### src/design/cwt_pkg.sv
// ----------------------------------------------------------------------------
// cwt_pkg
// Types and constants shared by the word tokenizer modules.
// ----------------------------------------------------------------------------
package cwt_pkg;

  // Scanner modes.
  localparam logic [2:0] MODE_IDLE    = 3'd0;
  localparam logic [2:0] MODE_IDENT   = 3'd1;
  localparam logic [2:0] MODE_QUOTE   = 3'd2;
  localparam logic [2:0] MODE_ESCAPE  = 3'd3;
  localparam logic [2:0] MODE_SLASH   = 3'd4;
  localparam logic [2:0] MODE_COMMENT = 3'd5;
  localparam logic [2:0] MODE_STAR    = 3'd6;

  // Word kinds.
  localparam logic [1:0] KIND_IDENT  = 2'd0;
  localparam logic [1:0] KIND_QUOTED = 2'd1;
  localparam logic [1:0] KIND_SINGLE = 2'd2;

  // Characters with a special meaning.
  localparam logic [7:0] CH_HASH   = 8'h23;
  localparam logic [7:0] CH_UNDER  = 8'h5F;
  localparam logic [7:0] CH_STAR   = 8'h2A;
  localparam logic [7:0] CH_SLASH  = 8'h2F;
  localparam logic [7:0] CH_DQUOTE = 8'h22;
  localparam logic [7:0] CH_SQUOTE = 8'h27;
  localparam logic [7:0] CH_BSLASH = 8'h5C;

  localparam logic [7:0] MAX_CHARS_RESET = 8'd99;

  // Output queue: up to two writes and one read per cycle.
  localparam int OUTQ_DEPTH = 4;
  localparam int OUTQ_PTR_W = 2;
  localparam int OUTQ_CNT_W = 3;

  typedef struct packed {
    logic [2:0] mode;
    logic       quote_is_double;
    logic [7:0] held_char;
    logic       held_valid;
    logic [7:0] word_length;
  } scan_state_t;

  typedef struct packed {
    logic [7:0] word_char;
    logic [1:0] word_kind;
    logic       last;
  } word_beat_t;

  typedef struct packed {
    word_beat_t  beat0;
    word_beat_t  beat1;
    logic [1:0]  num_beats;
    scan_state_t state_next;
  } step_result_t;

  function automatic logic is_letter(input logic [7:0] c);
    return ((c >= 8'h61) && (c <= 8'h7A)) || ((c >= 8'h41) && (c <= 8'h5A));
  endfunction

  function automatic logic is_ident_tail(input logic [7:0] c);
    return is_letter(c) || ((c >= 8'h30) && (c <= 8'h39)) || (c == CH_UNDER);
  endfunction

  function automatic logic is_blank(input logic [7:0] c);
    return (c == 8'h20) || ((c >= 8'h09) && (c <= 8'h0D));
  endfunction

endpackage

### src/design/cwt_step.sv
// ----------------------------------------------------------------------------
// cwt_step
// One scanner step: from the current state and one byte, the next state and
// up to two word beats, packed to the front.
// ----------------------------------------------------------------------------
module cwt_step import cwt_pkg::*; (
  input  scan_state_t  state,
  input  logic [7:0]   max_word_chars,
  input  logic [7:0]   character,
  input  logic         end_of_input,
  output step_result_t result
);

  logic [7:0]  limit;
  logic        full;
  logic [1:0]  held_kind;
  word_beat_t  held_mid;
  word_beat_t  held_end;
  logic        quote_match;

  scan_state_t sw_state;
  logic        sw_emit;
  word_beat_t  char_single;
  word_beat_t  slash_single;

  scan_state_t nxt;
  logic        e0_v;
  logic        e1_v;
  word_beat_t  e0;
  word_beat_t  e1;

  assign limit        = (max_word_chars == 8'd0) ? 8'd1 : max_word_chars;
  assign full         = state.word_length >= limit;
  assign held_kind    = (state.mode == MODE_IDENT) ? KIND_IDENT : KIND_QUOTED;
  assign held_mid     = '{word_char: state.held_char, word_kind: held_kind, last: 1'b0};
  assign held_end     = '{word_char: state.held_char, word_kind: held_kind, last: 1'b1};
  assign char_single  = '{word_char: character, word_kind: KIND_SINGLE, last: 1'b1};
  assign slash_single = '{word_char: CH_SLASH, word_kind: KIND_SINGLE, last: 1'b1};
  assign quote_match  = character == (state.quote_is_double ? CH_DQUOTE : CH_SQUOTE);

  // The byte taken as the start of a new word, after any open word is closed.
  always_comb begin
    sw_state             = state;
    sw_state.mode        = MODE_IDLE;
    sw_state.held_valid  = 1'b0;
    sw_state.word_length = 8'd0;
    sw_emit              = 1'b0;
    if (is_blank(character)) begin
      sw_emit = 1'b0;
    end else if (is_letter(character) || character == CH_HASH || character == CH_UNDER) begin
      sw_state.held_char   = character;
      sw_state.held_valid  = 1'b1;
      sw_state.word_length = 8'd1;
      sw_state.mode        = MODE_IDENT;
    end else if (character == CH_DQUOTE || character == CH_SQUOTE) begin
      sw_state.held_char       = character;
      sw_state.held_valid      = 1'b1;
      sw_state.word_length     = 8'd1;
      sw_state.quote_is_double = (character == CH_DQUOTE);
      sw_state.mode            = MODE_QUOTE;
    end else if (character == CH_SLASH) begin
      sw_state.mode = MODE_SLASH;
    end else begin
      sw_emit = 1'b1;
    end
  end

  always_comb begin
    nxt  = state;
    e0_v = 1'b0;
    e1_v = 1'b0;
    e0   = held_mid;
    e1   = char_single;
    if (end_of_input) begin
      nxt.mode        = MODE_IDLE;
      nxt.held_valid  = 1'b0;
      nxt.word_length = 8'd0;
      if (state.mode == MODE_IDENT || state.mode == MODE_QUOTE ||
          state.mode == MODE_ESCAPE) begin
        e0_v = state.held_valid;
        e0   = held_end;
      end else if (state.mode == MODE_SLASH) begin
        e0_v = 1'b1;
        e0   = slash_single;
      end
    end else begin
      unique case (state.mode)
        MODE_IDENT, MODE_QUOTE, MODE_ESCAPE: begin
          if ((state.mode == MODE_IDENT && (!is_ident_tail(character) || full)) ||
              (state.mode != MODE_IDENT && full)) begin
            // Close the open word and restart on this byte.
            e0_v = state.held_valid;
            e0   = held_end;
            e1_v = sw_emit;
            nxt  = sw_state;
          end else if (state.mode == MODE_QUOTE && quote_match) begin
            // Closing quote: the held byte and the quote both go out.
            e0_v            = state.held_valid;
            e1_v            = 1'b1;
            e1              = '{word_char: character, word_kind: KIND_QUOTED, last: 1'b1};
            nxt.held_char   = character;
            nxt.held_valid  = 1'b0;
            nxt.word_length = 8'd0;
            nxt.mode        = MODE_IDLE;
          end else begin
            e0_v            = state.held_valid;
            nxt.held_char   = character;
            nxt.held_valid  = 1'b1;
            nxt.word_length = state.word_length + 8'd1;
            if (state.mode == MODE_ESCAPE) begin
              nxt.mode = MODE_QUOTE;
            end else if (state.mode == MODE_QUOTE && character == CH_BSLASH) begin
              nxt.mode = MODE_ESCAPE;
            end
          end
        end
        MODE_SLASH: begin
          if (character == CH_STAR) begin
            nxt.mode = MODE_COMMENT;
          end else begin
            e0_v = 1'b1;
            e0   = slash_single;
            e1_v = sw_emit;
            nxt  = sw_state;
          end
        end
        MODE_COMMENT: begin
          if (character == CH_STAR) begin
            nxt.mode = MODE_STAR;
          end
        end
        MODE_STAR: begin
          if (character == CH_SLASH) begin
            nxt.mode = MODE_IDLE;
          end else if (character != CH_STAR) begin
            nxt.mode = MODE_COMMENT;
          end
        end
        default: begin
          e1_v = sw_emit;
          nxt  = sw_state;
        end
      endcase
    end
  end

  always_comb begin
    result.state_next = nxt;
    if (e0_v) begin
      result.beat0     = e0;
      result.beat1     = e1;
      result.num_beats = e1_v ? 2'd2 : 2'd1;
    end else begin
      result.beat0     = e1;
      result.beat1     = e1;
      result.num_beats = e1_v ? 2'd1 : 2'd0;
    end
  end

endmodule

### src/design/cwt_outq.sv
// ----------------------------------------------------------------------------
// cwt_outq
// Small output queue that takes up to two beats per cycle and hands out one.
// ----------------------------------------------------------------------------
module cwt_outq import cwt_pkg::*; (
  input  logic       clk,
  input  logic       rst,
  input  logic [1:0] push_count,
  input  word_beat_t push0,
  input  word_beat_t push1,
  input  logic       pop,
  output logic       has_room,
  output logic       not_empty,
  output word_beat_t head
);

  word_beat_t             entries [OUTQ_DEPTH];
  logic [OUTQ_PTR_W-1:0]  wr_ptr;
  logic [OUTQ_PTR_W-1:0]  rd_ptr;
  logic [OUTQ_CNT_W-1:0]  count;
  logic [OUTQ_PTR_W-1:0]  wr_ptr_plus1;

  assign wr_ptr_plus1 = wr_ptr + OUTQ_PTR_W'(1);
  assign has_room     = count <= OUTQ_CNT_W'(OUTQ_DEPTH - 2);
  assign not_empty    = count != '0;
  assign head         = entries[rd_ptr];

  always_ff @(posedge clk) begin
    if (push_count != 2'd0) begin
      entries[wr_ptr] <= push0;
    end
    if (push_count == 2'd2) begin
      entries[wr_ptr_plus1] <= push1;
    end
  end

  always_ff @(posedge clk) begin
    if (rst) begin
      wr_ptr <= '0;
      rd_ptr <= '0;
      count  <= '0;
    end else begin
      wr_ptr <= wr_ptr + OUTQ_PTR_W'(push_count);
      rd_ptr <= rd_ptr + OUTQ_PTR_W'(pop);
      count  <= count + OUTQ_CNT_W'(push_count) - OUTQ_CNT_W'(pop);
    end
  end

endmodule

### src/design/c_word_tokenizer_core.sv
// ----------------------------------------------------------------------------
// c_word_tokenizer_core
// Splits a stream of source bytes into identifiers, quoted constants and
// single-character words, skipping whitespace and comments.
// ----------------------------------------------------------------------------
// A byte is registered at the input and scanned from that register; its beats
// go into the four-entry output queue, which drives the output.
// Throughput: one byte per cycle while the queue has room for two beats; each
// byte gives zero to two beats, so the output rate sets the sustained figure.
// Reset: rst clears the scanner to idle, empties the queue and sets
// max_word_chars to 99.
module c_word_tokenizer_core import cwt_pkg::*; (
  input  logic       clk,
  input  logic       rst,
  input  logic       cfg_wr_en,
  input  logic [7:0] cfg_wr_data,
  input  logic       in_valid,
  output logic       in_ready,
  input  logic [7:0] character,
  input  logic       end_of_input,
  output logic       out_valid,
  input  logic       out_ready,
  output logic [7:0] word_char,
  output logic [1:0] word_kind,
  output logic       last
);

  logic         [7:0] max_word_chars;
  scan_state_t        state;
  logic               ireg_valid;
  logic         [7:0] ireg_char;
  logic               ireg_eoi;
  logic               q_room;
  logic               q_not_empty;
  word_beat_t         q_head;
  step_result_t       step;
  logic               do_step;

  assign do_step  = ireg_valid && q_room;
  assign in_ready = !ireg_valid || do_step;

  always_ff @(posedge clk) begin
    if (rst) begin
      max_word_chars <= MAX_CHARS_RESET;
    end else if (cfg_wr_en) begin
      max_word_chars <= cfg_wr_data;
    end
  end

  always_ff @(posedge clk) begin
    if (rst) begin
      ireg_valid <= 1'b0;
    end else if (in_ready) begin
      ireg_valid <= in_valid;
    end
  end

  always_ff @(posedge clk) begin
    if (in_valid && in_ready) begin
      ireg_char <= character;
      ireg_eoi  <= end_of_input;
    end
  end

  always_ff @(posedge clk) begin
    if (rst) begin
      state <= '{mode: MODE_IDLE, quote_is_double: 1'b0, held_char: 8'd0,
                 held_valid: 1'b0, word_length: 8'd0};
    end else if (do_step) begin
      state <= step.state_next;
    end
  end

  cwt_step u_step (
    .state          (state),
    .max_word_chars (max_word_chars),
    .character      (ireg_char),
    .end_of_input   (ireg_eoi),
    .result         (step)
  );

  cwt_outq u_outq (
    .clk        (clk),
    .rst        (rst),
    .push_count (do_step ? step.num_beats : 2'd0),
    .push0      (step.beat0),
    .push1      (step.beat1),
    .pop        (q_not_empty && out_ready),
    .has_room   (q_room),
    .not_empty  (q_not_empty),
    .head       (q_head)
  );

  assign out_valid = q_not_empty;
  assign word_char = q_head.word_char;
  assign word_kind = q_head.word_kind;
  assign last      = q_head.last;

endmodule

### config.mk
export PLATFORM = sky130hd
export DESIGN_NAME = c_word_tokenizer_core
export DESIGN_NICKNAME = d
export VERILOG_FILES = /design/src/design/cwt_pkg.sv /design/src/design/cwt_step.sv /design/src/design/cwt_outq.sv /design/src/design/c_word_tokenizer_core.sv
export SDC_FILE = /design/constraint.sdc
export NUM_CORES = 1
export LEC_CHECK = 0
export BUFFER_PORTS_ARGS = -buffer_cell sky130_fd_sc_hd__buf_2
export CAP_MARGIN = 40
export CORE_MARGIN = 4
export CORE_UTILIZATION = 50
export DETAILED_ROUTE_END_ITERATION = 12
export HOLD_SLACK_MARGIN = 0.12
export PLACE_DENSITY = 0.8
export SLEW_MARGIN = 10
export SYNTH_ARGS = -nofsm -noshare
export SYNTH_HDL_FRONTEND = slang
export SYNTH_SLANG_ARGS = --single-unit
### constraint.sdc
create_clock -name clk -period 7.1 [get_ports clk]
set_input_delay 1.42 -clock clk [delete_from_list [all_inputs] [get_ports clk]]
set_output_delay 1.42 -clock clk [all_outputs]
set_load 0.02 [all_outputs]
==> flow_metrics.py, run 1 <==
metrics = {
    "global_routing": {
        "grt_max_degree": 31,
        "grt-ovfl-total": 0,
        "antenna_found_initial": 0,
        "grt_usage": 0.198,
        "grt_pass1_wl_mm": 18.1,
        "grt_pass1_vias": 3547,
    },
    "place": {
        "io_buffer_count": 34,
        "dp_slack_ns": 3.21,
        "hpwl_mm": 8.05,
        "placed_cells": 601,
        "place.gp.congestion": 0.989,
    },
    "synth": {
        "synth_top_cells_by_count": "49 x edfxtp_1, 47 x nand2_1, 41 x dfxtp_1, 37 x nor2_1, 22 x a22o_1",
        "yosys.area_share.simple": 0.172,
        "synthMuxAreaShare": 0.0897,
        "synth_top_family_by_area": "compound AO/OA/AOI/OAI gates",
        "syn_area_um2": 4900,
        "synth-adder-area-share": 0.0424,
        "synth.net_count": 500,
        "ys_seq_area_frac": 0.468,
        "synthArstFlopShare": 0,
        "synth-compound-area-share": 0.176,
        "synth_xor_area_frac": 0.0125,
        "synth_top_area_frac": 0.301,
        "ys_ff_latch": 90,
        "avgSynthCellArea_um2": 10.6,
        "syn_inst": 462,
        "ys_warn_count": 0,
        "ys_top_cells_by_area": "edfxtp_1 30%, dfxtp_1 17%, mux4_2 5.1%",
        "ys_types": 74,
        "synth_most_common_cell": "edfxtp_1",
        "ys.flop_type": "edfxtp_1",
        "synth_edf_count": 49,
        "yosysTopAreaCell": "edfxtp_1",
    },
    "route": {
        "num_vias": 3714,
        "drtAntennaViolNets": 0,
        "wire_per_inst_um": 17.8,
        "drc_errors": 0,
        "vias_per_cell": 6.02,
        "dr.pass1.iters": 6,
        "totalWireLength_mm": 11.0,
        "drtIter0Drc": 257,
    },
    "timing": {
        "worst_pin_slew_ns": 0.851,
        "max_freq_mhz": 253,
        "relSlewSlack": 0.428,
        "post-route-min-period_ns": 3.95,
        "timing.final.ws_setup_ns": 3.15,
        "fin_skew_ns": 0.00910,
        "rsz0062_at_grt": "no",
        "tns_ns": 0,
        "post-route-period-util": 0.556,
        "slew_viol_final": 0,
        "setup_viol": 0,
        "hold_viol": 0,
    },
    "finish": {
        "area_delta_synth_final_pct": 8.13,
        "multiInputGateArea_um2": 2410,
        "drive_above_1_share": 0.178,
        "fin_util": 0.565,
        "sequential_cell_area_um2": 2290,
        "fillers": 831,
        "stdcell_count": 617,
        "nets": 521,
        "diodes": 0,
    },
    "critical_path": {
        "crit_type": "reg2reg",
        "r2r_start": "max_word_chars[4]",
        "end_kind": "flip-flop",
        "crit_start": "max_word_chars[4]",
        "start_kind": "flip-flop",
        "cp.arrival_ns": 3.95,
        "critPathMaxFanout": 10,
        "worstPathRequired_ns": 7.11,
        "reg2reg_depth": 14,
    },
    "die": {
        "chipWidth_um": 107,
        "coreArea_um2": 9370,
        "num_rows": 35,
        "ios": 35,
        "start_util": 0.522,
        "fp.dieArea_um2": 11400,
        "die_y_um": 107,
    },
    "cts": {
        "clk_latency_ns": 0.36,
        "cts_tree": "built",
        "clock-root-buffer": "clkbuf_8",
        "cts_made_buffers": 9,
        "cts_max_path_buffers": 2,
        "cts.hold.buffers_added": 0,
        "cts.reportedPaths.clkPinSlew_ns": 0.09,
        "clock_sinks": 90,
        "cts_setup_buffers": 0,
        "htreeDepth": 3,
        "cts_resized": 0,
    },
    "flow_run": {
        "drv_cap": 0,
    },
    "power": {
        "p_total_uw": 1200,
        "power_density_nw_per_um2": 226,
        "ir_drop_mv": 0.104,
        "p_leak_uw": 0.00201,
    },
    "run_status": {
        "status": "completed",
    },
    "hold_path": {
        "holdPathStages": 2,
        "hold_class": "reg2reg",
        "hold_path.startpoint": "max_word_chars[0]",
    },
}
-- report_power, final --
part	switching [µW]	internal (µW)
registers	50.9	576
logic	126	119
clock network	193	131
-- cell type report --
class                   instances  area share
clock inverters                 6     0.00945
well taps                     129      0.0305
flip-flops and latches         90       0.433
clock buffers                  10      0.0241
multi-input cells             328       0.456
repair buffers                 35      0.0336
inverters                      19      0.0135
-- registers in the layout (all words and copies together) (netlist names) --
| signal | count |
|---|---|
| u_outq.entries | 44 |
| state | 21 |
| ireg_char | 8 |
| max_word_chars | 8 |
| u_outq.count | 3 |
| u_outq.rd_ptr | 2 |
| u_outq.wr_ptr | 2 |
| ireg_eoi | 1 |
| ireg_valid | 1 |
-- per-layer routing --
metal	vias to the layer above	share of wire	wire length, µm	global-route usage
met4	0	0.022	239	0.0721
met2	156	0.49	5350	0.330
met1	1771	0.43	4700	0.267
li1	1766	-	-	-
met3	21	0.063	694	0.0253
met5	-	0	0	0
-- per-stage QoR --
stage / hold WS, ns / area, µm²
floorplan: 0.444 / 4900
global placement: 0.466 / 5110
detailed placement: 0.479 / 5120
CTS: 0.503 / 5290
global route: 0.522 / 5290
finish: 0.500 / 5290
-- worst max-delay path, cell delays in order, from the launching register on --
cell and delay, ns:
dfxtp_1 0.34, nor4_1 0.27, a41o_1 0.21, ha_1 0.21, nand2b_1 0.14, a21oi_1 0.17, o31a_2 0.23, nand3_4 0.16
a21oi_1 0.19, o21a_1 0.15, nor2_1 0.04, ha_1 0.34, o21ai_2 0.12, or3b_2 0.58, nand2_1 0.43
-- worst paths after layout --
path	end	slack, ns
max	u_outq.entries[2][4]	3.15
min	max_word_chars[0]	0.50
max reg2reg	u_outq.entries[2][4]	3.15
min reg2reg	max_word_chars[0]	0.50
-- cells by family (layout without fill, tap and decap cells) --
logic type | Yosys count | after routing
DFF | 90 | 90
xor gates and xnor gates | 7 | 7
muxes | 30 | 30
and+or+nand+nor | 159 | 159
AOI/OAI and AO/OA | 116 | 116
buffers and inverters | 44 | 70
adders and majority gates | 16 | 16
-- cells in the final DEF, fill, tap and decap left out, types with 3 or more instances in the layout --
master    instances
a21o_1            7
a21oi_1          19
a22o_1           22
a22oi_1           4
and2_1            8
and3_1            4
buf_2            34
clkbuf_8          9
dfxtp_1          41
edfxtp_1         49
ha_1             15
inv_1            18
mux2i_1          18
mux4_2           11
nand2_1          47
nand2b_1          8
nand3_1          14
nand3b_1          4
nor2_1           37
nor2b_1           5
nor3_1            6
o211ai_1          6
o21ai_0          20
o21ai_2           7
o22ai_1           4
or2_2             3
or3_1             4
xnor2_1           5
(Power assumes the default switching activity.)
==> run 2, diff against run 1 <==
- ABC_AREA: unset -> 1
- PLACE_DENSITY: 0.8 -> 0.83
- clock period: 7.1 -> 3.2 ns (I/O delays scaled with it)
==> flow_metrics.py, run 2 <==
metrics = {
    "critical_path": {
        "cpPeakStageDelay_ns": 0.51,
        "reg2reg_depth": 26,
        "start_kind": "flip-flop",
        "critPathMaxFanout": 4,
        "end_kind": "flip-flop",
        "crit_slowest_cell": "fa_2",
        "cp.arrival_ns": 3.77,
        "crit_buf_inv": 5,
        "crit_start": "max_word_chars[7]",
        "r2r_start": "max_word_chars[7]",
        "cp_common_cell": "nand2_1",
        "regToRegEndpoint": "u_outq.count[1]",
        "cp_top_family": "adder cells",
        "worstPathRequired_ns": 3.52,
        "rrSetupSlack_ns": -0.25,
        "cp.depth": 26,
        "crit_type": "reg2reg",
        "worstSetupEndpoint": "u_outq.count[1]",
    },
    "cts": {
        "cts_made_buffers": 9,
        "clock_sinks": 90,
        "cts.reportedPaths.clkPinSlew_ns": 0.11,
        "cts_max_path_buffers": 2,
        "clk_latency_ns": 0.38,
        "clock-root-buffer": "clkbuf_8",
        "cts.hold.buffers_added": 0,
        "htreeDepth": 3,
        "cts_tree": "built",
    },
    "synth": {
        "synth_most_common_cell": "nand2_1",
        "yosysTopAreaCell": "edfxtp_1",
        "ys_warn_count": 0,
        "ys_types": 40,
        "ys_top_cells_by_area": "edfxtp_1 30%, dfxtp_1 17%, nand2_1 8.5%",
        "syn_area_um2": 4970,
        "avgSynthCellArea_um2": 8.03,
        "synth_edf_count": 49,
        "ys_seq_area_frac": 0.461,
        "syn_inst": 619,
        "synth_top_cells_by_count": "112 x nand2_1, 90 x nor2_1, 78 x inv_1, 51 x o22ai_1, 49 x edfxtp_1",
        "synth_top_area_frac": 0.296,
        "ys.flop_type": "edfxtp_1",
        "ys_ff_latch": 90,
        "synthArstFlopShare": 0,
        "synth.net_count": 657,
    },
    "run_status": {
        "violations": "negative setup slack",
        "status": "complete, but fails checks",
    },
    "timing": {
        "slew_viol_final": 0,
        "rsz0062_at_grt": "yes",
        "fin_skew_ns": 0.0192,
        "relSlewSlack": 0.535,
        "max_freq_mhz": 290,
        "worst_pin_slew_ns": 0.696,
        "timing.final.ws_setup_ns": -0.250,
        "post-route-period-util": 1.08,
        "setup_viol": 39,
        "post-route-min-period_ns": 3.45,
        "hold_viol": 0,
    },
    "route": {
        "drtAntennaViolNets": 0,
        "totalWireLength_mm": 12.2,
        "drc_errors": 0,
        "drtIter0Drc": 313,
        "dr.pass1.iters": 6,
        "num_vias": 4598,
        "wire_per_inst_um": 14.8,
        "vias_per_cell": 5.57,
    },
    "die": {
        "ios": 35,
        "die_y_um": 108,
        "chipWidth_um": 108,
        "fp.dieArea_um2": 11600,
        "num_rows": 36,
        "coreArea_um2": 9730,
        "start_util": 0.511,
    },
    "finish": {
        "drive_above_1_share": 0.259,
        "top_register": "u_outq.entries",
        "layout_commonest_cell": "nand2_1",
        "largestRegisters": "u_outq.entries (44), state (21)",
        "multiInputGateArea_um2": 2460,
        "largest_reg_flops": 44,
        "fillers": 813,
        "area_delta_synth_final_pct": 21.9,
        "diodes": 0,
        "fin_util": 0.623,
        "layout_common_cells": "101 x nand2_1, 83 x nor2_1, 71 x inv_1, 49 x edfxtp_1, 45 x o22ai_1",
        "nets": 725,
        "sequential_cell_area_um2": 2290,
    },
    "global_routing": {
        "grt_usage": 0.213,
        "grt_pass1_vias": 4455,
        "grt-ovfl-total": 0,
        "grt_max_degree": 24,
        "grt_pass1_wl_mm": 20.1,
        "antenna_found_initial": 0,
    },
    "flow_run": {
        "drv_cap": 0,
    },
    "power": {
        "p_leak_uw": 0.00255,
        "power_density_nw_per_um2": 559,
        "ir_drop_mv": 0.234,
    },
    "place": {
        "place.gp.congestion": 0.925,
        "hpwl_mm": 8.81,
        "io_buffer_count": 34,
        "dp_slack_ns": -0.261,
    },
    "hold_path": {
        "hold_class": "in2reg",
    },
}
==> run 2: cell families after synthesis <==
group | count (synthesis) | share of synthesized area
AND/OR/NAND/NOR | 268 | 0.239
AO/OA/AOI/OAI | 133 | 0.163
buffers and inverters | 108 | 0.0883
flip-flops | 90 | 0.461
adder cells (fa/ha/maj) | 16 | 0.0418
XOR/XNOR | 4 | 0.00705
==> run 2: report_power, final <==
| group | switching (µW) | internal [µW] | total (µW) | leakage [µW] |
|---|---|---|---|---|
| logic | 744 | 437 | 1180 | 0.00172 |
| registers | 89.8 | 1320 | 1410 | 0.000729 |
| clock network | 477 | 313 | 791 | 0.000104 |
| total | 1310 | 2070 | 3380 | 0.00255 |
==> run 2: final cells by class <==
cell class / count / area share
clock buffers: 9 / 0.0204
well taps: 133 / 0.0275
flip-flops and latches: 90 / 0.379
multi-input cells: 421 / 0.406
clock inverters: 7 / 0.0130
repair buffers: 79 / 0.100
inverters: 86 / 0.0545
==> run 2: metrics by stage <==
step / TNS [ns] / total power, µW / area, µm² / hold slack (ns) / cells
2_1_floorplan: -0.106 / 2190 / 5000 / 0.431 / 619
3_3_place_gp: -0.273 / 2450 / 5550 / 0.465 / 802
3_5_place_dp: -0.873 / 2490 / 5560 / 0.473 / 803
4_1_cts: -0.453 / 3290 / 5880 / 0.433 / 823
5_1_grt: -16.65 / 3580 / 6060 / 0.430 / 825
6_report: -1.02 / 3380 / 6060 / 0.443 / 825
==> run 2: worst min-delay path by stage <==
stage          slack [ns]                   end  cells after the start                  from
3_3_place_gp         0.46  u_outq.entries[1][0]                      2  u_outq.entries[1][0]
3_5_place_dp         0.47              state[8]                      2              state[8]
2_1_floorplan        0.43     max_word_chars[0]                      2     max_word_chars[0]
4_1_cts              0.43          ireg_char[5]                      1          character[5]
6_report             0.44          ireg_char[5]                      1          character[5]
5_1_grt              0.43          ireg_char[0]                      1          character[0]
==> run 2: per-layer routing <==
metal  vias up  track usage  part of all wire
met5         -            0                 0
met4         0       0.0803             0.035
met3        45       0.0348             0.056
met2       177        0.386              0.51
met1      2143        0.251              0.40
li1       2233            -                 -
==> run 2: timing repair <==
action	CTS	global route
endpoints found under the setup margin	45	88
pin swaps	12	12
gates cloned	2	2
hold endpoints to repair	0	0
resized for setup	28	37
buffers inserted	3	1
==> run 2: worst register-to-register path, cell delays in order (launching register included) <==
cell and delay (ns):
dfxtp_2 0.34, nor4_2 0.30, a41o_1 0.21, ha_2 0.16, inv_1 0.03, nand2_1 0.04
nand2_1 0.05, nand2_1 0.05, nand2_1 0.04, nand2_1 0.07, nand2_2 0.06, nor2_4 0.13
nand2_4 0.10, nand2_4 0.08, nand3_2 0.07, nand3_2 0.07, a21oi_2 0.05, ha_1 0.32
inv_2 0.05, nor2_4 0.08, inv_2 0.05, ha_4 0.26, inv_2 0.04, ha_4 0.15
fa_2 0.51, inv_1 0.04, nor2_1 0.07
